<file path="src/hdl/tesp_pkg.sv">
// Shared types and byte codes for the terminal escape sequence parser.
package tesp_pkg;

   // Payload counter width; every buffer cap fits below 64
   localparam int CNT_W = 6;

   // Byte codes recognized by the parser
   localparam logic [7:0] BYTE_BEL       = 8'h07;
   localparam logic [7:0] BYTE_CAN       = 8'h18;
   localparam logic [7:0] BYTE_SUB       = 8'h1A;
   localparam logic [7:0] BYTE_ESC       = 8'h1B;
   localparam logic [7:0] BYTE_SPACE     = 8'h20;
   localparam logic [7:0] BYTE_FINAL_LO  = 8'h40;
   localparam logic [7:0] BYTE_FINAL_HI  = 8'h7E;
   localparam logic [7:0] BYTE_DCS_INTRO = 8'h50;   // 'P'
   localparam logic [7:0] BYTE_CSI_INTRO = 8'h5B;   // '['
   localparam logic [7:0] BYTE_ST_TAIL   = 8'h5C;   // backslash
   localparam logic [7:0] BYTE_OSC_INTRO = 8'h5D;   // ']'

   typedef enum logic [3:0] {
      ST_GROUND      = 4'd0,
      ST_ESC         = 4'd1,
      ST_CSI         = 4'd2,
      ST_OSC         = 4'd3,
      ST_OSC_ESC     = 4'd4,
      ST_DCS         = 4'd5,
      ST_DCS_ESC     = 4'd6,
      ST_DCS_IGN     = 4'd7,
      ST_DCS_IGN_ESC = 4'd8
   } parse_state_type;

   typedef enum logic {
      PH_RUN   = 1'b0,
      PH_DRAIN = 1'b1
   } phase_type;

   typedef enum logic [3:0] {
      EV_TEXT      = 4'd0,
      EV_CONTROL   = 4'd1,
      EV_ESC_FINAL = 4'd2,
      EV_CSI_PARAM = 4'd3,
      EV_CSI_FINAL = 4'd4,
      EV_OSC_BYTE  = 4'd5,
      EV_OSC_END   = 4'd6,
      EV_DCS_BYTE  = 4'd7,
      EV_DCS_END   = 4'd8
   } event_kind_type;

   // Commands from the controller to the datapath
   typedef struct packed {
      logic           push;         // store the input byte at the fill count
      logic           cnt_clear;    // drop the buffered payload
      logic           emit;         // load one event carrying the input byte
      event_kind_type emit_kind;
      logic           drain_start;  // begin replaying the payload
      logic           drain_run;    // drain in progress
      event_kind_type dr_kind;      // kind of each replayed payload byte
      event_kind_type fin_kind;     // closing event kind
      logic           fin_use_byte; // closing event carries the input byte
      logic           ext;          // escape-final event follows the close
   } tesp_cmd_type;

   // Status from the datapath to the controller
   typedef struct packed {
      logic             out_free;   // output register can take an event
      logic [CNT_W-1:0] count;      // bytes held in the payload store
      logic             drain_done; // last event of a drain loaded
   } tesp_sts_type;

endpackage

</file>
<file path="src/hdl/tesp_ram.sv">
// Generic single-write, single-read RAM with registered read data.
module tesp_ram #(
   parameter int WIDTH = 8,
   parameter int DEPTH = 48
) (
   input  logic                                   clock,
   input  logic                                   wr_en,
   input  logic [((DEPTH > 1) ? $clog2(DEPTH) : 1)-1:0] wr_addr,
   input  logic [WIDTH-1:0]                       wr_data,
   input  logic                                   rd_en,
   input  logic [((DEPTH > 1) ? $clog2(DEPTH) : 1)-1:0] rd_addr,
   output logic [WIDTH-1:0]                       rd_data
);

   logic [WIDTH-1:0] mem_ff [DEPTH];
   logic [WIDTH-1:0] rd_data_ff;

   // write port
   always_ff @(posedge clock) begin
      if (wr_en) begin
         mem_ff[wr_addr] <= wr_data;
      end
   end

   // registered read, holds when not enabled
   always_ff @(posedge clock) begin
      if (rd_en) begin
         rd_data_ff <= mem_ff[rd_addr];
      end
   end

   assign rd_data = rd_data_ff;

endmodule

</file>
<file path="src/hdl/tesp_ctrl.sv">
// Parse state machine: decodes each byte into datapath commands.
module tesp_ctrl #(
   parameter int CSI_CAP = 32,
   parameter int OSC_CAP = 48,
   parameter int DCS_CAP = 48
) (
   input  logic                  clock,
   input  logic                  reset,
   input  logic                  req_valid,
   output logic                  req_ready,
   input  logic [7:0]            in_byte,
   input  tesp_pkg::tesp_sts_type sts,
   output tesp_pkg::tesp_cmd_type cmd
);
   import tesp_pkg::*;

   parse_state_type state_ff, state_in;
   phase_type       phase_ff, phase_in;
   logic            accept;
   logic            intro;
   logic            can_sub;
   logic            csi_full, osc_full, dcs_full;

   // byte classes
   assign intro   = (in_byte == BYTE_CSI_INTRO) || (in_byte == BYTE_OSC_INTRO) ||
                    (in_byte == BYTE_DCS_INTRO);
   assign can_sub = (in_byte == BYTE_CAN) || (in_byte == BYTE_SUB);

   assign csi_full = sts.count >= CNT_W'(CSI_CAP);
   assign osc_full = sts.count >= CNT_W'(OSC_CAP);
   assign dcs_full = sts.count >= CNT_W'(DCS_CAP);

   // take bytes only outside a drain and when the output can hold an event
   assign req_ready = (phase_ff == PH_RUN) && sts.out_free;
   assign accept    = req_valid && req_ready;

   // state after an escape introducer
   function automatic parse_state_type esc_next(input logic [7:0] b);
      parse_state_type s;
      if (b == BYTE_CSI_INTRO) begin
         s = ST_CSI;
      end else if (b == BYTE_OSC_INTRO) begin
         s = ST_OSC;
      end else if (b == BYTE_DCS_INTRO) begin
         s = ST_DCS;
      end else begin
         s = ST_GROUND;
      end
      return s;
   endfunction

   // next state
   always_comb begin
      state_in = state_ff;
      phase_in = phase_ff;
      unique case (phase_ff)
         PH_RUN: begin
            if (accept && cmd.drain_start) begin
               phase_in = PH_DRAIN;
            end
         end
         PH_DRAIN: begin
            if (sts.drain_done) begin
               phase_in = PH_RUN;
            end
         end
         default: phase_in = PH_RUN;
      endcase
      if (accept) begin
         unique case (state_ff)
            ST_ESC: state_in = esc_next(in_byte);
            ST_CSI: begin
               if (in_byte >= BYTE_FINAL_LO && in_byte <= BYTE_FINAL_HI) begin
                  state_in = ST_GROUND;
               end else if (csi_full) begin
                  state_in = ST_GROUND;
               end
            end
            ST_OSC: begin
               if (in_byte == BYTE_BEL) begin
                  state_in = ST_GROUND;
               end else if (in_byte == BYTE_ESC) begin
                  state_in = ST_OSC_ESC;
               end else if (osc_full) begin
                  state_in = ST_GROUND;
               end
            end
            ST_OSC_ESC: begin
               state_in = (in_byte == BYTE_ST_TAIL) ? ST_GROUND : esc_next(in_byte);
            end
            ST_DCS: begin
               if (in_byte == BYTE_ESC) begin
                  state_in = ST_DCS_ESC;
               end else if (can_sub) begin
                  state_in = ST_GROUND;
               end else if (dcs_full) begin
                  state_in = ST_DCS_IGN;
               end
            end
            ST_DCS_ESC: begin
               state_in = (in_byte == BYTE_ST_TAIL) ? ST_GROUND : esc_next(in_byte);
            end
            ST_DCS_IGN: begin
               if (in_byte == BYTE_ESC) begin
                  state_in = ST_DCS_IGN_ESC;
               end else if (can_sub) begin
                  state_in = ST_GROUND;
               end
            end
            ST_DCS_IGN_ESC: begin
               if (in_byte == BYTE_ST_TAIL) begin
                  state_in = ST_GROUND;
               end else if (in_byte != BYTE_ESC) begin
                  state_in = ST_DCS_IGN;
               end
            end
            // ground, and any unused code
            default: state_in = (in_byte == BYTE_ESC) ? ST_ESC : ST_GROUND;
         endcase
      end
   end

   // command outputs
   always_comb begin
      cmd              = '0;
      cmd.emit_kind    = EV_TEXT;
      cmd.dr_kind      = EV_CSI_PARAM;
      cmd.fin_kind     = EV_CSI_FINAL;
      cmd.drain_run    = (phase_ff == PH_DRAIN);
      if (accept) begin
         unique case (state_ff)
            ST_ESC: begin
               cmd.cnt_clear = 1'b1;
               cmd.emit      = !intro;
               cmd.emit_kind = EV_ESC_FINAL;
            end
            ST_CSI: begin
               if (in_byte >= BYTE_FINAL_LO && in_byte <= BYTE_FINAL_HI) begin
                  cmd.drain_start  = 1'b1;
                  cmd.dr_kind      = EV_CSI_PARAM;
                  cmd.fin_kind     = EV_CSI_FINAL;
                  cmd.fin_use_byte = 1'b1;
               end else if (csi_full) begin
                  cmd.cnt_clear = 1'b1;
               end else begin
                  cmd.push = 1'b1;
               end
            end
            ST_OSC: begin
               if (in_byte == BYTE_BEL) begin
                  cmd.drain_start = 1'b1;
                  cmd.dr_kind     = EV_OSC_BYTE;
                  cmd.fin_kind    = EV_OSC_END;
               end else if (in_byte == BYTE_ESC) begin
                  cmd.push = 1'b0;
               end else if (osc_full) begin
                  cmd.cnt_clear = 1'b1;
               end else begin
                  cmd.push = 1'b1;
               end
            end
            ST_OSC_ESC: begin
               // any byte closes the OSC; a non-terminator that opens no new sequence is then an escape byte
               cmd.drain_start = 1'b1;
               cmd.dr_kind     = EV_OSC_BYTE;
               cmd.fin_kind    = EV_OSC_END;
               cmd.ext         = (in_byte != BYTE_ST_TAIL) && !intro;
            end
            ST_DCS: begin
               if (in_byte == BYTE_ESC) begin
                  cmd.push = 1'b0;
               end else if (can_sub || dcs_full) begin
                  cmd.cnt_clear = 1'b1;
               end else begin
                  cmd.push = 1'b1;
               end
            end
            ST_DCS_ESC: begin
               if (in_byte == BYTE_ST_TAIL) begin
                  cmd.drain_start = 1'b1;
                  cmd.dr_kind     = EV_DCS_BYTE;
                  cmd.fin_kind    = EV_DCS_END;
               end else begin
                  cmd.cnt_clear = 1'b1;
                  cmd.emit      = !intro;
                  cmd.emit_kind = EV_ESC_FINAL;
               end
            end
            ST_DCS_IGN, ST_DCS_IGN_ESC: begin
               cmd.push = 1'b0;
            end
            default: begin
               if (in_byte != BYTE_ESC) begin
                  cmd.emit      = 1'b1;
                  cmd.emit_kind = (in_byte < BYTE_SPACE) ? EV_CONTROL : EV_TEXT;
               end
            end
         endcase
      end
   end

   // state registers
   always_ff @(posedge clock) begin
      if (reset) begin
         state_ff <= ST_GROUND;
         phase_ff <= PH_RUN;
      end else begin
         state_ff <= state_in;
         phase_ff <= phase_in;
      end
   end

endmodule

</file>
<file path="src/hdl/tesp_dpath.sv">
// Datapath: payload store, fill count, drain sequencer and output register.
module tesp_dpath #(
   parameter int DEPTH = 48
) (
   input  logic                   clock,
   input  logic                   reset,
   input  logic [7:0]             in_byte,
   input  tesp_pkg::tesp_cmd_type  cmd,
   output tesp_pkg::tesp_sts_type  sts,
   output logic                   rsp_valid,
   input  logic                   rsp_ready,
   output logic [3:0]             rsp_event_kind,
   output logic [7:0]             rsp_event_byte,
   output logic                   rsp_last_of_run
);
   import tesp_pkg::*;

   localparam int AW = (DEPTH > 1) ? $clog2(DEPTH) : 1;

   logic [CNT_W-1:0] count_ff, count_in;
   logic [CNT_W-1:0] rd_ptr_ff, rd_ptr_in;
   logic             pend_ff, pend_in;
   logic             fin_pend_ff, fin_pend_in;
   logic             ext_pend_ff, ext_pend_in;
   event_kind_type   dr_kind_ff, dr_kind_in;
   event_kind_type   fin_kind_ff, fin_kind_in;
   logic [7:0]       fin_byte_ff, fin_byte_in;
   logic [7:0]       ext_byte_ff, ext_byte_in;
   logic             rsp_valid_ff, rsp_valid_in;
   event_kind_type   rsp_kind_ff, rsp_kind_in;
   logic [7:0]       rsp_byte_ff, rsp_byte_in;
   logic             rsp_last_ff, rsp_last_in;

   logic             out_free;
   logic             rd_en;
   logic [7:0]       rd_data;
   logic             pay_load, fin_load, ext_load, drain_done;

   assign out_free = !rsp_valid_ff || rsp_ready;

   // payload store
   tesp_ram #(
      .WIDTH (8),
      .DEPTH (DEPTH)
   ) u_store (
      .clock   (clock),
      .wr_en   (cmd.push),
      .wr_addr (count_ff[AW-1:0]),
      .wr_data (in_byte),
      .rd_en   (rd_en),
      .rd_addr (rd_ptr_ff[AW-1:0]),
      .rd_data (rd_data)
   );

   // drain sequencing: payload bytes, then close event, then optional escape final
   assign pay_load   = cmd.drain_run && pend_ff && out_free;
   assign rd_en      = cmd.drain_run && (rd_ptr_ff < count_ff) && (!pend_ff || pay_load);
   assign fin_load   = cmd.drain_run && !pend_ff && (rd_ptr_ff == count_ff) &&
                       fin_pend_ff && out_free;
   assign ext_load   = cmd.drain_run && !fin_pend_ff && ext_pend_ff && out_free;
   assign drain_done = (fin_load && !ext_pend_ff) || ext_load;

   always_comb begin
      count_in    = count_ff;
      rd_ptr_in   = rd_ptr_ff;
      pend_in     = pend_ff;
      fin_pend_in = fin_pend_ff;
      ext_pend_in = ext_pend_ff;
      dr_kind_in  = dr_kind_ff;
      fin_kind_in = fin_kind_ff;
      fin_byte_in = fin_byte_ff;
      ext_byte_in = ext_byte_ff;

      // fill count
      if (cmd.cnt_clear || drain_done) begin
         count_in = '0;
      end else if (cmd.push) begin
         count_in = count_ff + CNT_W'(1);
      end

      // drain setup
      if (cmd.drain_start) begin
         rd_ptr_in   = '0;
         pend_in     = 1'b0;
         fin_pend_in = 1'b1;
         ext_pend_in = cmd.ext;
         dr_kind_in  = cmd.dr_kind;
         fin_kind_in = cmd.fin_kind;
         fin_byte_in = cmd.fin_use_byte ? in_byte : 8'h00;
         ext_byte_in = in_byte;
      end else begin
         if (rd_en) begin
            rd_ptr_in = rd_ptr_ff + CNT_W'(1);
            pend_in   = 1'b1;
         end else if (pay_load) begin
            pend_in = 1'b0;
         end
         if (fin_load) begin
            fin_pend_in = 1'b0;
         end
         if (ext_load) begin
            ext_pend_in = 1'b0;
         end
      end
   end

   // output register
   always_comb begin
      rsp_valid_in = rsp_valid_ff;
      rsp_kind_in  = rsp_kind_ff;
      rsp_byte_in  = rsp_byte_ff;
      rsp_last_in  = rsp_last_ff;
      if (rsp_ready) begin
         rsp_valid_in = 1'b0;
      end
      priority if (cmd.emit) begin
         rsp_valid_in = 1'b1;
         rsp_kind_in  = cmd.emit_kind;
         rsp_byte_in  = in_byte;
         rsp_last_in  = 1'b1;
      end else if (pay_load) begin
         rsp_valid_in = 1'b1;
         rsp_kind_in  = dr_kind_ff;
         rsp_byte_in  = rd_data;
         rsp_last_in  = 1'b0;
      end else if (fin_load) begin
         rsp_valid_in = 1'b1;
         rsp_kind_in  = fin_kind_ff;
         rsp_byte_in  = fin_byte_ff;
         rsp_last_in  = !ext_pend_ff;
      end else if (ext_load) begin
         rsp_valid_in = 1'b1;
         rsp_kind_in  = EV_ESC_FINAL;
         rsp_byte_in  = ext_byte_ff;
         rsp_last_in  = 1'b1;
      end else begin
         rsp_last_in = rsp_last_ff;
      end
   end

   // control registers
   always_ff @(posedge clock) begin
      if (reset) begin
         count_ff     <= '0;
         rd_ptr_ff    <= '0;
         pend_ff      <= 1'b0;
         fin_pend_ff  <= 1'b0;
         ext_pend_ff  <= 1'b0;
         rsp_valid_ff <= 1'b0;
      end else begin
         count_ff     <= count_in;
         rd_ptr_ff    <= rd_ptr_in;
         pend_ff      <= pend_in;
         fin_pend_ff  <= fin_pend_in;
         ext_pend_ff  <= ext_pend_in;
         rsp_valid_ff <= rsp_valid_in;
      end
   end

   // payload registers
   always_ff @(posedge clock) begin
      dr_kind_ff  <= dr_kind_in;
      fin_kind_ff <= fin_kind_in;
      fin_byte_ff <= fin_byte_in;
      ext_byte_ff <= ext_byte_in;
      rsp_kind_ff <= rsp_kind_in;
      rsp_byte_ff <= rsp_byte_in;
      rsp_last_ff <= rsp_last_in;
   end

   assign sts.out_free   = out_free;
   assign sts.count      = count_ff;
   assign sts.drain_done = drain_done;

   assign rsp_valid       = rsp_valid_ff;
   assign rsp_event_kind  = rsp_kind_ff;
   assign rsp_event_byte  = rsp_byte_ff;
   assign rsp_last_of_run = rsp_last_ff;

endmodule

</file>
<file path="src/hdl/terminal_escape_sequence_parser.sv">
// Terminal escape sequence parser: top level joining controller and datapath.
//
// Input channel req_*: one raw terminal byte per transaction.
// Result channel rsp_*: one event per transaction (kind, byte, last_of_run);
// last_of_run marks the final event caused by an input byte.
// Text, control and escape-final events appear in the output register in the
// cycle after the byte is taken; a byte that does not end a stored sequence can be
// taken every cycle while the receiver keeps up.
// CSI, OSC and DCS payload bytes are stored in a payload RAM of
// max(CSI_CAP, OSC_CAP, DCS_CAP) entries. On a terminator the input is held
// while the store is replayed through its registered read port, followed by
// the close event and, when an escape closes an OSC, an escape-final event.
// Events then leave one per cycle while the receiver keeps up.
// While an event waits in the output register with rsp_ready low, the event
// holds, any drain pauses and req_ready stays low, so nothing is lost or
// repeated.
// Reset returns the parser to ground with an empty payload; the RAM contents
// are not cleared and need no clearing pass.
module terminal_escape_sequence_parser #(
   parameter int CSI_CAP = 32,
   parameter int OSC_CAP = 48,
   parameter int DCS_CAP = 48
) (
   input  logic       clock,
   input  logic       reset,
   input  logic       req_valid,
   output logic       req_ready,
   input  logic [7:0] req_in_byte,
   output logic       rsp_valid,
   input  logic       rsp_ready,
   output logic [3:0] rsp_event_kind,
   output logic [7:0] rsp_event_byte,
   output logic       rsp_last_of_run
);
   import tesp_pkg::*;

   localparam int STORE_DEPTH_A = (CSI_CAP > OSC_CAP) ? CSI_CAP : OSC_CAP;
   localparam int STORE_DEPTH   = (STORE_DEPTH_A > DCS_CAP) ? STORE_DEPTH_A : DCS_CAP;

   tesp_cmd_type cmd;
   tesp_sts_type sts;

   // parse control
   tesp_ctrl #(
      .CSI_CAP (CSI_CAP),
      .OSC_CAP (OSC_CAP),
      .DCS_CAP (DCS_CAP)
   ) u_ctrl (
      .clock     (clock),
      .reset     (reset),
      .req_valid (req_valid),
      .req_ready (req_ready),
      .in_byte   (req_in_byte),
      .sts       (sts),
      .cmd       (cmd)
   );

   // payload and output datapath
   tesp_dpath #(
      .DEPTH (STORE_DEPTH)
   ) u_dpath (
      .clock           (clock),
      .reset           (reset),
      .in_byte         (req_in_byte),
      .cmd             (cmd),
      .sts             (sts),
      .rsp_valid       (rsp_valid),
      .rsp_ready       (rsp_ready),
      .rsp_event_kind  (rsp_event_kind),
      .rsp_event_byte  (rsp_event_byte),
      .rsp_last_of_run (rsp_last_of_run)
   );

`ifndef ASSERT_OFF
   // a terminator blocks further input until its drain has run
   a_drain_blocks_input: assert property (@(posedge clock) disable iff (reset)
      (req_valid && req_ready && cmd.drain_start) |=> !req_ready)
      else $error("input taken while payload drain pending");

   // fill count stays within the payload store
   a_count_in_range: assert property (@(posedge clock) disable iff (reset)
      sts.count <= CNT_W'(STORE_DEPTH))
      else $error("payload count beyond store depth");

   // replayed payload bytes are never the last event of a run
   a_payload_not_last: assert property (@(posedge clock) disable iff (reset)
      (rsp_valid && (rsp_event_kind == EV_CSI_PARAM || rsp_event_kind == EV_OSC_BYTE ||
                     rsp_event_kind == EV_DCS_BYTE)) |-> !rsp_last_of_run)
      else $error("payload event flagged as last of run");

   // completing a drain returns control to the run phase
   a_drain_ends: assert property (@(posedge clock) disable iff (reset)
      sts.drain_done |=> !cmd.drain_run)
      else $error("drain still running after completion");
`endif

endmodule

</file>
<file path="config.mk">
export PLATFORM = sky130hd
export DESIGN_NAME = terminal_escape_sequence_parser
export DESIGN_NICKNAME = d
export VERILOG_FILES = /design/src/hdl/tesp_pkg.sv /design/src/hdl/tesp_ram.sv /design/src/hdl/tesp_ctrl.sv /design/src/hdl/tesp_dpath.sv /design/src/hdl/terminal_escape_sequence_parser.sv
export SDC_FILE = /design/constraint.sdc
export NUM_CORES = 1
export LEC_CHECK = 0
export BUFFER_PORTS_ARGS = -buffer_cell sky130_fd_sc_hd__buf_4
export CORE_ASPECT_RATIO = 1.1
export CORE_MARGIN = 8
export CORE_UTILIZATION = 57
export CTS_CLUSTER_DIAMETER = 30
export DETAILED_ROUTE_END_ITERATION = 8
export PLACE_DENSITY = 0.84
export SLEW_MARGIN = 20
export SYNTH_ARGS = -nofsm -noshare
export SYNTH_HDL_FRONTEND = slang
export SYNTH_SLANG_ARGS = --single-unit
</file>
<file path="constraint.sdc">
create_clock -name clock -period 2.75 [get_ports clock]
set_input_delay 0.4125 -clock clock [delete_from_list [all_inputs] [get_ports clock]]
set_output_delay 0.4125 -clock clock [all_outputs]
set_load 0.05 [all_outputs]
</file>
Word-level counts from Yosys, hierarchy flattened
Memories as Yosys holds them, arrays and structs flattened. A register that Yosys moved wholly into a read port is not among the register bits.
Index checks and enable logic that the tools add are counted.
{"block": "word_totals", "register_bits": 58, "mem_bits_rw": 384, "in_bits": 12, "out_inout_bits": 15, "wordCells": 165, "memories": 1}
{"block": "op_classes", "addsub": 2, "magnitude_cmp": 6, "n_eq_ne": 24, "mux": 75, "bitwise_logic": 1, "reduce_logical": 41}
{"memory": "u_dpath.u_store.mem_ff", "depth": 48, "word_bits": 8, "rd": 1, "rd_clocked_by_memory_dff": 1, "wr": 1, "line_no": "tesp_ram.sv:15", "text": "logic [WIDTH-1:0] mem_ff [DEPTH];"}
{"op": "4-bit two-way mux", "count": 19}
{"op": "8-bit two-way mux", "count": 5}
{"op": "1-bit two-way mux", "count": 36}
{"op": "8-bit by 7-bit equality test with 1-bit output (second input constant)", "count": 4}
{"op": "4-bit case mux with 7 select lines", "count": 1}
{"op": "7-bit case mux with 4 select lines", "count": 1}
{"op": "8-bit by 5-bit equality test with 1-bit output (second input constant)", "count": 3}
{"op": "1-bit logical AND", "count": 17}
{"op": "4-bit by 3-bit equality test with 1-bit output (second input constant)", "count": 4}
{"op": "5-bit case mux with 3 select lines", "count": 1}
{"op": "7-bit two-way mux", "count": 2}
{"op": "6-bit by 1-bit adder with 6-bit output (second input constant)", "count": 2}
{"op": "6-bit greater-or-equal comparator (second input constant)", "count": 2}
{"op": "3-bit by 1-bit != test with 1-bit output (second input constant)", "count": 3}
{"op": "4-bit by 2-bit equality test with 1-bit output (second input constant)", "count": 2}
{"op": "8-bit by 3-bit equality test with 1-bit output (second input constant)", "count": 1}
{"op": "8-bit by 7-bit greater-or-equal comparator with 1-bit output (second input constant)", "count": 1}
{"op": "8-bit by 7-bit less-or-equal comparator with 1-bit output (second input constant)", "count": 1}
{"op": "1-bit logical OR", "count": 8}
{"op": "8-bit by 6-bit less-than comparator with 1-bit output (second input constant)", "count": 1}
{"op": "4-bit by 1-bit != test with 1-bit output (second input constant)", "count": 2}
{"op": "8-bit by 5-bit != test with 1-bit output (second input constant)", "count": 1}
{"op": "8-bit by 7-bit != test with 1-bit output (second input constant)", "count": 1}
{"op": "6-bit equality test", "count": 1}
{"op": "20 further kinds", "count": 30}

Depth between registers and ports, before layout
Gate-level depths: netlist of run 1.
{"block": "depth", "ltp_word": 10, "ltp_mapped": 13, "mapped_depth_nobuf": 8}

Cells and area by module
A second synthesis of run 1 with hierarchy kept.
{"block": "unflattened", "cells_unflattened": 1124, "area_unflattened_um2": 18841.8}
{"module": "tesp_ram", "instances": 1, "cells_each": 790, "area_each_um2": 15414.8, "seq_area_each_um2": 11771.3}
{"module": "tesp_dpath", "instances": 1, "cells_each": 201, "area_each_um2": 2424.8, "seq_area_each_um2": 1421.4}
{"module": "tesp_ctrl", "instances": 1, "cells_each": 133, "area_each_um2": 1002.2, "seq_area_each_um2": 100.1}

Worst setup path after synthesis of run 1
OpenSTA, ideal clock, no wires.
{"block": "synth_path", "path_kind": "flip-flop to flip-flop", "from": "reg u_dpath.rd_ptr_ff[0]", "to": "reg u_dpath.rsp_byte_ff[0] (netlist: u_dpath.rsp_event_byte[0]), enable pin", "setup_time_ps": 383, "t_arrival_ps": 2381, "t_required_ps": 2367, "path_slack_ps": -14, "path_stages_with_launch": 11, "n_path_buf": 4, "period_less_slack_ps": 2764, "path_cell_list": "dfxtp_1 -> buf_6 -> buf_6 -> buf_6 -> buf_6 -> inv_1 -> ha_1 -> nand4_1 -> nor3_1 -> nor3_1 -> o21bai_1"}
{"block": "synth_via", "elab_chain_len": 5}
{"item": "start: declaration", "line_no": "tesp_dpath.sv:21", "text": "logic [CNT_W-1:0] rd_ptr_ff, rd_ptr_in;"}
{"item": "start signal: assignment", "line_no": "tesp_dpath.sv:152", "text": "rd_ptr_ff <= rd_ptr_in;"}
{"item": "6-bit equality test", "line_no": "tesp_dpath.sv:58", "text": "assign fin_load = cmd.drain_run && !pend_ff && (rd_ptr_ff == count_ff) &&"}
{"item": "1-bit logical AND (2 in series)", "line_no": "tesp_dpath.sv:58"}
{"item": "1-bit logical AND", "line_no": "tesp_dpath.sv:59", "text": "fin_pend_ff && out_free;"}
{"item": "4-bit nonzero test (no line)"}
{"item": "end signal: assignment", "line_no": "tesp_dpath.sv:167", "text": "rsp_byte_ff <= rsp_byte_in;"}
{"item": "end: declaration", "line_no": "tesp_dpath.sv:31", "text": "logic [7:0] rsp_byte_ff, rsp_byte_in;"}
No other way between the ends.
A chain may end at the register's enable or synchronous reset.

Worst setup path in the final report of run 1
{"block": "layout_path", "from": "reg u_dpath.rd_ptr_ff[0]", "to": "reg u_dpath.u_store.rd_data_ff[2] (netlist: u_dpath.u_store.rd_data[2]) (read register of u_dpath.u_store.mem_ff) (data pin)"}
{"block": "layout_via", "elab_chain_len": 3}
{"item": "6-bit less-than comparator", "line_no": "tesp_dpath.sv:57", "text": "assign rd_en = cmd.drain_run && (rd_ptr_ff < count_ff) && (!pend_ff || pay_load);"}
{"item": "1-bit logical AND (2 in series)", "line_no": "tesp_dpath.sv:57"}
{"item": "end: declaration", "line_no": "tesp_ram.sv:16", "text": "logic [WIDTH-1:0] rd_data_ff;"}
Several ways; a longest one is shown, not always the timed one.

==> metrics.cfg, run 1 <==
[placement]
io_buffers=26
postPlaceCellArea_sq_um=19700
placed_cells=1535
place_ws_ns=0.00349
gp_congestion=0.927
dp_hpwl_um=27100

[cells_and_area]
regArea_sq_um=13200
final_util=0.696
fin_nets=1208
layout-drive-gt1-share=0.319
stdcell_count=1674
multiInputGateArea_sq_um=4870
syn_to_final_growth_pct=21.0
num-fill-cells=1786
design_area_sq_um=22300

[setup_path]
cp_top_family=multiplexers
rrSetupSlack_ns=-0.15
cp_max_fo=12
cpPeakStageDelay_ns=0.64
endpoint_kind=flip-flop
worstPathRequired_ns=3.02
critPathLaunchType=flip-flop
crit_slowest_cell=a2111oi_1
timing.rr.start=u_dpath.rd_ptr_ff[0]$_SDFFE_PP0P_
worstPathArrival_ns=3.17
crit_buf_inv=1
reg2regPathDepth=6
worstSetupPathType=flip-flop to flip-flop
cp_cell_sequence=buf_4, mux4_2, mux2i_1, nor2_1, a2111oi_1, nor3_1
reg2reg_to=u_dpath.u_store.rd_data[2]$_DFFE_PP_

[synth]
yosysMostFrequentCell=edfxtp_1
synth_cell_types=78
synth_edf_count=425
synth_top_area_frac=0.693
ys_seq_area_frac=0.717
yosysTopAreaCell=edfxtp_1
avgSynthCellArea_sq_um=17.9
synth_commonest_cells=edfxtp_1 (425), nor2_1 (101), mux4_2 (88), mux2i_1 (59), nand2_1 (26)
yosys-top-cells-area=edfxtp_1 (69%), mux4_2 (11%), mux2i_1 (3.2%)
synthesis.area_sq_um=18400
synth_fp_nets=1047
synthArstFlopShare=0
syn_inst=1026
ys_ff_latch=447
ys_warn_count=0
synth-main-ff-cell=edfxtp_1

[die]
die_y_um=205
std_cell_rows=69
boundaryPins=27
fp.dieArea_sq_um=38300
start_util=0.575
die_w_um=187
core_sq_um=32000

[global_routing]
grt_use_total=0.246
antenna_found_initial=1
grt_pass1_wl_um=70900
grt_max_degree=49
grt_pass1_vias=11300
grt_overflow=0

[run_status]
status=complete, but fails checks
violations=setup timing

[power_and_ir_drop]
finalPower_mw=17.1
p_per_area_nw_per_um2=766
ir_drop_mv=0.490
cellLeakagePower_nw=7.31

[timing]
slew-limit-headroom=0.525
slew_violations=0
finalSetupViolations=2
setup_slack_ns=-0.148
worst_pin_slew_ns=0.711
finalHoldViolCount=0
tns_ns=-0.254
max_freq_mhz=345
min_period_ns=2.90
holdWs_ns=0.0754
post-route-period-util=1.05
fin_worst_skew_ns=0.0275

[drt]
drc=0
drtIter0Drc=1575
via_per_inst=6.60
routedWlPerCell_um=28.5
drtAntennaViolNets=0
routed-via-count=11000
first_pass_iters=7
wl_um=47700

[worst_hold_path]
whs_path_depth=2
worstHoldEndpoint=u_dpath.fin_pend_ff$_SDFFE_PP0P_
hp-class=input port to flip-flop
hp-start=reset

[clock_network]
root_buffer=clkbuf_16
cts_buffers=74
cts_tree=built
cts.sinks=447
clock_latency_ns=0.58
ctsHtreeMaxLevel=3
clk_pin_slew_ns=0.05
clockBufferDepth=3

[run]
cap_violations=0

## flip-flops by register name, indices dropped and copies added (netlist names)
register                 cells
u_ctrl.phase_ff              1
u_ctrl.state_ff              4
u_dpath.count_ff             6
u_dpath.dr_kind_ff           2
u_dpath.ext_byte_ff          8
u_dpath.ext_pend_ff          1
u_dpath.fin_byte_ff          8
u_dpath.fin_kind_ff          3
u_dpath.fin_pend_ff          1
u_dpath.pend_ff              1
u_dpath.rd_ptr_ff            6
u_dpath.rsp_event_byte       8
u_dpath.rsp_event_kind       4
u_dpath.rsp_last_of_run      1
u_dpath.rsp_valid            1
u_dpath.u_store.mem_ff     384
u_dpath.u_store.rd_data      8
## report_power, final
group / internal [mW] / switching [mW] / leakage [nW]
Sequential: 7.46 / 0.00350 / 4.03
Combinational: 0.0711 / 0.229 / 2.06
Clock: 5.92 / 3.39 / 1.21
Total: 13.4 / 3.62 / 7.31
## logic make-up after synthesis
| logic type | count (synthesis) | share of synthesized area |
|---|---|---|
| fa+ha+maj | 9 | 0.00611 |
| compound gates | 95 | 0.0390 |
| xor+xnor | 11 | 0.00523 |
| mux | 155 | 0.145 |
| simple gates | 238 | 0.0673 |
| other cells | 1 | 0.000204 |
| flops | 447 | 0.717 |
| buf+inv | 70 | 0.0207 |
## layout make-up
| type | instances | share of cell area |
|---|---|---|
| Antenna cell | 1 | 0.000112 |
| Clock buffer | 86 | 0.0874 |
| Clock inverter | 50 | 0.0255 |
| Inverter | 20 | 0.00337 |
| Multi-Input combinational cell | 509 | 0.219 |
| Sequential cell | 447 | 0.593 |
| Tap cell | 426 | 0.0239 |
| Timing Repair Buffer | 135 | 0.0479 |
## worst register-to-register path, stage by stage (launching register included)
cell       delay, ns
dfxtp_4         0.52
buf_4           0.32
mux4_2          0.56
mux2i_1         0.25
nor2_1          0.11
a2111oi_1       0.64
nor3_1          0.20
## layer usage
| metal | wire [um] | GRT usage | vias to the layer above |
|---|---|---|---|
| met4 | 2860 | 0.141 | 0 |
| li1 | - | - | 4474 |
| met1 | 16600 | 0.306 | 5476 |
| met3 | 5470 | 0.0637 | 194 |
| met2 | 22800 | 0.393 | 900 |
| met5 | 0 | 0 | - |
## how the worst max path moves through the flow
stage	start	to	slack [ns]	cells after the start
CTS	u_ctrl.state_ff[2]$_SDFFE_PP0P_	u_dpath.u_store.mem_ff[24][7]$_DFFE_PP_	0.006	7
detailed placement	u_dpath.rd_ptr_ff[0]$_SDFFE_PP0P_	u_dpath.u_store.rd_data[0]$_DFFE_PP_	0.003	7
global placement	u_dpath.rd_ptr_ff[0]$_SDFFE_PP0P_	u_dpath.u_store.rd_data[0]$_DFFE_PP_	0.06	6
floorplan	u_dpath.rd_ptr_ff[0]$_SDFFE_PP0P_	u_dpath.rsp_event_byte[4]$_DFFE_PP_	0.004	13
finish	u_dpath.rd_ptr_ff[0]$_SDFFE_PP0P_	u_dpath.u_store.rd_data[2]$_DFFE_PP_	-0.15	6
global route	u_dpath.rd_ptr_ff[0]$_SDFFE_PP0P_	u_dpath.u_store.rd_data[2]$_DFFE_PP_	-0.25	6
## placed cells by master, fill, tap and decap left out, types with 4 or more instances in the layout
master and count:
xnor2_1 9, nor2b_1 13, mux2i_1 59, and3_1 8, inv_1 20, clkbuf_1 8
clkinv_4 7, clkbuf_16 75, and2_1 4, a21oi_1 20, nand4_1 7, mux4_2 88
dfxtp_1 16, bufinv_16 8, nor2_1 101, clkinvlp_4 8, edfxtp_1 425, o21ai_0 9
a2111oi_1 10, nand2b_1 5, dfxtp_2 4, mux2_2 8, inv_6 11, nand2_1 25
clkinv_1 5, nand3_1 18, a211oi_1 4, ha_1 9, buf_4 130, o22ai_1 17
buf_12 4, nor3_1 22, clkinv_2 8
## timing repair
action                                  4_1_cts  5_1_grt
pin swaps                                     1        1
cloned                                        0        0
hold endpoints to repair                      0        0
setup buffers                                 1        1
hold buffers                                  0        0
gates resized for setup                       6       16
endpoints found under the setup margin       55      228
No activity file was read; power rests on OpenSTA's default activity.
==> run 2, diff against run 1 <==
Settings changed: CORE_UTILIZATION 57 to 63, PLACE_DENSITY 0.84 to 0.88, RECOVER_POWER from default to 25.
Clock period 2.75 ns to 2.9 ns, I/O delays scaled along.
==> metrics.cfg, run 2 (synthesized netlist as in run 1, its figures left out) <==
[global_routing]
grt_use_total=0.288  ; was 0.246
grt_overflow=0  ; unchanged
grt_pass1_vias=11200  ; was 11300
grt_pass1_wl_um=73500  ; was 70900 um
antenna_found_initial=2  ; was 1
grt_max_degree=63  ; was 49

[drt]
routed-via-count=11400  ; was 11000
drtIter0Drc=2136  ; was 1575
wl_um=50700  ; was 47700 um
first_pass_iters=9  ; was 7
drc=0  ; unchanged
routedWlPerCell_um=32.2  ; was 28.5 um
drtAntennaViolNets=0  ; unchanged
via_per_inst=7.27  ; was 6.60

[clock_network]
cts.sinks=447  ; unchanged
ctsHtreeMaxLevel=2  ; was 3
cts_tree=built  ; unchanged
clockBufferDepth=3  ; unchanged
postCtsHoldBufs=0  ; unchanged
clk_pin_slew_ns=0.06  ; was 0.05 ns
root_buffer=clkbuf_16  ; unchanged
cts_buffers=57  ; was 74
clock_latency_ns=0.58  ; about the same

[timing]
slew-limit-headroom=-0.261  ; was 0.525
max_freq_mhz=344  ; was 345 MHz
finalSetupViolations=2  ; unchanged
fin_worst_skew_ns=0.0352  ; was 0.0275 ns
rsz0062_at_grt=no
post-route-period-util=1.00  ; was 1.05
worst_pin_slew_ns=1.89  ; was 0.711 ns
slew_violations=75  ; was 0
holdWs_ns=0.150  ; was 0.0754 ns
min_period_ns=2.91  ; was 2.90 ns
finalHoldViolCount=0  ; unchanged
setup_slack_ns=-0.00711  ; was -0.148 ns

[cells_and_area]
num-fill-cells=1400  ; was 1786
layout_commonest_cell=edfxtp_1  ; unchanged
largest_register_ffs=384  ; unchanged
final_util=0.750  ; was 0.696
max_flop_register=u_dpath.u_store.mem_ff  ; unchanged
layout_common_cells=edfxtp_1 (425), buf_4 (102), nor2_1 (101)  ; was edfxtp_1 (425), buf_4 (130), nor2_1 (101)
syn_to_final_growth_pct=16.8  ; was 21.0%
fin_nets=1177  ; was 1208
layout-drive-gt1-share=0.285  ; was 0.319

[die]
die_y_um=195  ; was 205 um
boundaryPins=27  ; unchanged
core_sq_um=28700  ; was 32000 sq um
die_w_um=179  ; was 187 um
fp.dieArea_sq_um=35000  ; was 38300 sq um
start_util=0.641  ; was 0.575
std_cell_rows=65  ; was 69

[run_status]
status=complete, but fails checks  ; unchanged
violations=capacitance limit, slew limit, setup timing  ; was setup timing

[setup_path]
worstPathArrival_ns=3.20  ; was 3.17 ns
worstPathRequired_ns=3.19  ; was 3.02 ns
worstSetupPathType=flip-flop to flip-flop  ; unchanged
endpoint_kind=flip-flop  ; unchanged
critPathLaunchType=flip-flop  ; unchanged
cp_max_fo=18  ; was 12
rrSetupSlack_ns=-0.007  ; was -0.15 ns

[power_and_ir_drop]
p_per_area_nw_per_um2=678  ; was 766 nW/um^2
ir_drop_mv=0.601  ; was 0.490 mV
cellLeakagePower_nw=6.93  ; was 7.31 nW

[placement]
gp_congestion=0.987  ; was 0.927
io_buffers=26  ; unchanged
dp_hpwl_um=27800  ; was 27100 um

[worst_hold_path]
hp-class=input port to flip-flop  ; unchanged

[run]
cap_violations=2  ; was 0

[run 2: path summary, 6_finish.rpt]
| kind | start | to | cells past startpoint |
|---|---|---|---|
| worst max register to register | u_dpath.rd_ptr_ff[0]$_SDFFE_PP0P_ | u_dpath.u_store.rd_data[1]$_DFFE_PP_ | 7 |
| worst max-delay path | u_dpath.rd_ptr_ff[0]$_SDFFE_PP0P_ | u_dpath.u_store.rd_data[1]$_DFFE_PP_ | 7 |
| worst min-delay path | reset | u_dpath.fin_pend_ff$_SDFFE_PP0P_ | 2 |
| worst min register to register | u_dpath.ext_pend_ff$_SDFFE_PP0P_ | u_dpath.ext_pend_ff$_SDFFE_PP0P_ | 2 |
[run 2: repair_timing]
item / in CTS / in global routing
buffers inserted: 0 / 1
endpoints found under the setup margin: 2 / 69
gates resized for setup: 2 / 7
pin swaps: 0 / 1
[run 2: where the power goes]
part	total, mW	switching (mW)	internal, mW	leakage (nW)
combinational	0.276	0.223	0.0529	1.95
clock	7.24	2.89	4.35	0.952
sequential	7.07	0.00398	7.07	4.03
[run 2: per-layer routing]
metal,share of wire,GRT usage,vias to the layer above
li1,-,-,4389
met1,0.34,0.377,5524
met2,0.47,0.447,1220
met3,0.13,0.0646,313
met4,0.068,0.151,0
met5,0,0,-
[run 2: through the flow]
stage / power, mW / TNS (ns) / cells / instance area [sq um] / setup WS, ns
floorplan: 7.31 / 0 / 1026 / 18400 / 0.136
global placement: 7.46 / 0 / 1464 / 19600 / 0.223
detailed placement: 7.48 / 0 / 1464 / 19600 / 0.0598
CTS: 14.6 / 0 / 1572 / 21500 / 0.0157
global route: 14.8 / 0 / 1574 / 21500 / 0.00387
finish: 14.6 / -0.0100 / 1574 / 21500 / -0.00711
[run 2: area by class of cell]
class                      count  area, sq um  share of cell area
clock inverter                44          474              0.0220
antenna                        1         2.50            0.000116
sequential                   447        13200               0.614
tap                          368          460              0.0214
clock buffer                  64         1510              0.0699
inverter                      20         75.1             0.00349
timing repair buffer         121          937              0.0436
multi-input combinational    509         4850               0.225
[run 2: worst max-delay path, cell delays in order, from the launching register on]
cell       delay (ns)
dfxtp_4          0.55
buf_12           0.24
mux4_2           0.56
mux2i_1          0.23
nor2_1           0.10
a2111oi_1        0.64
buf_4            0.23
nor3_1           0.08
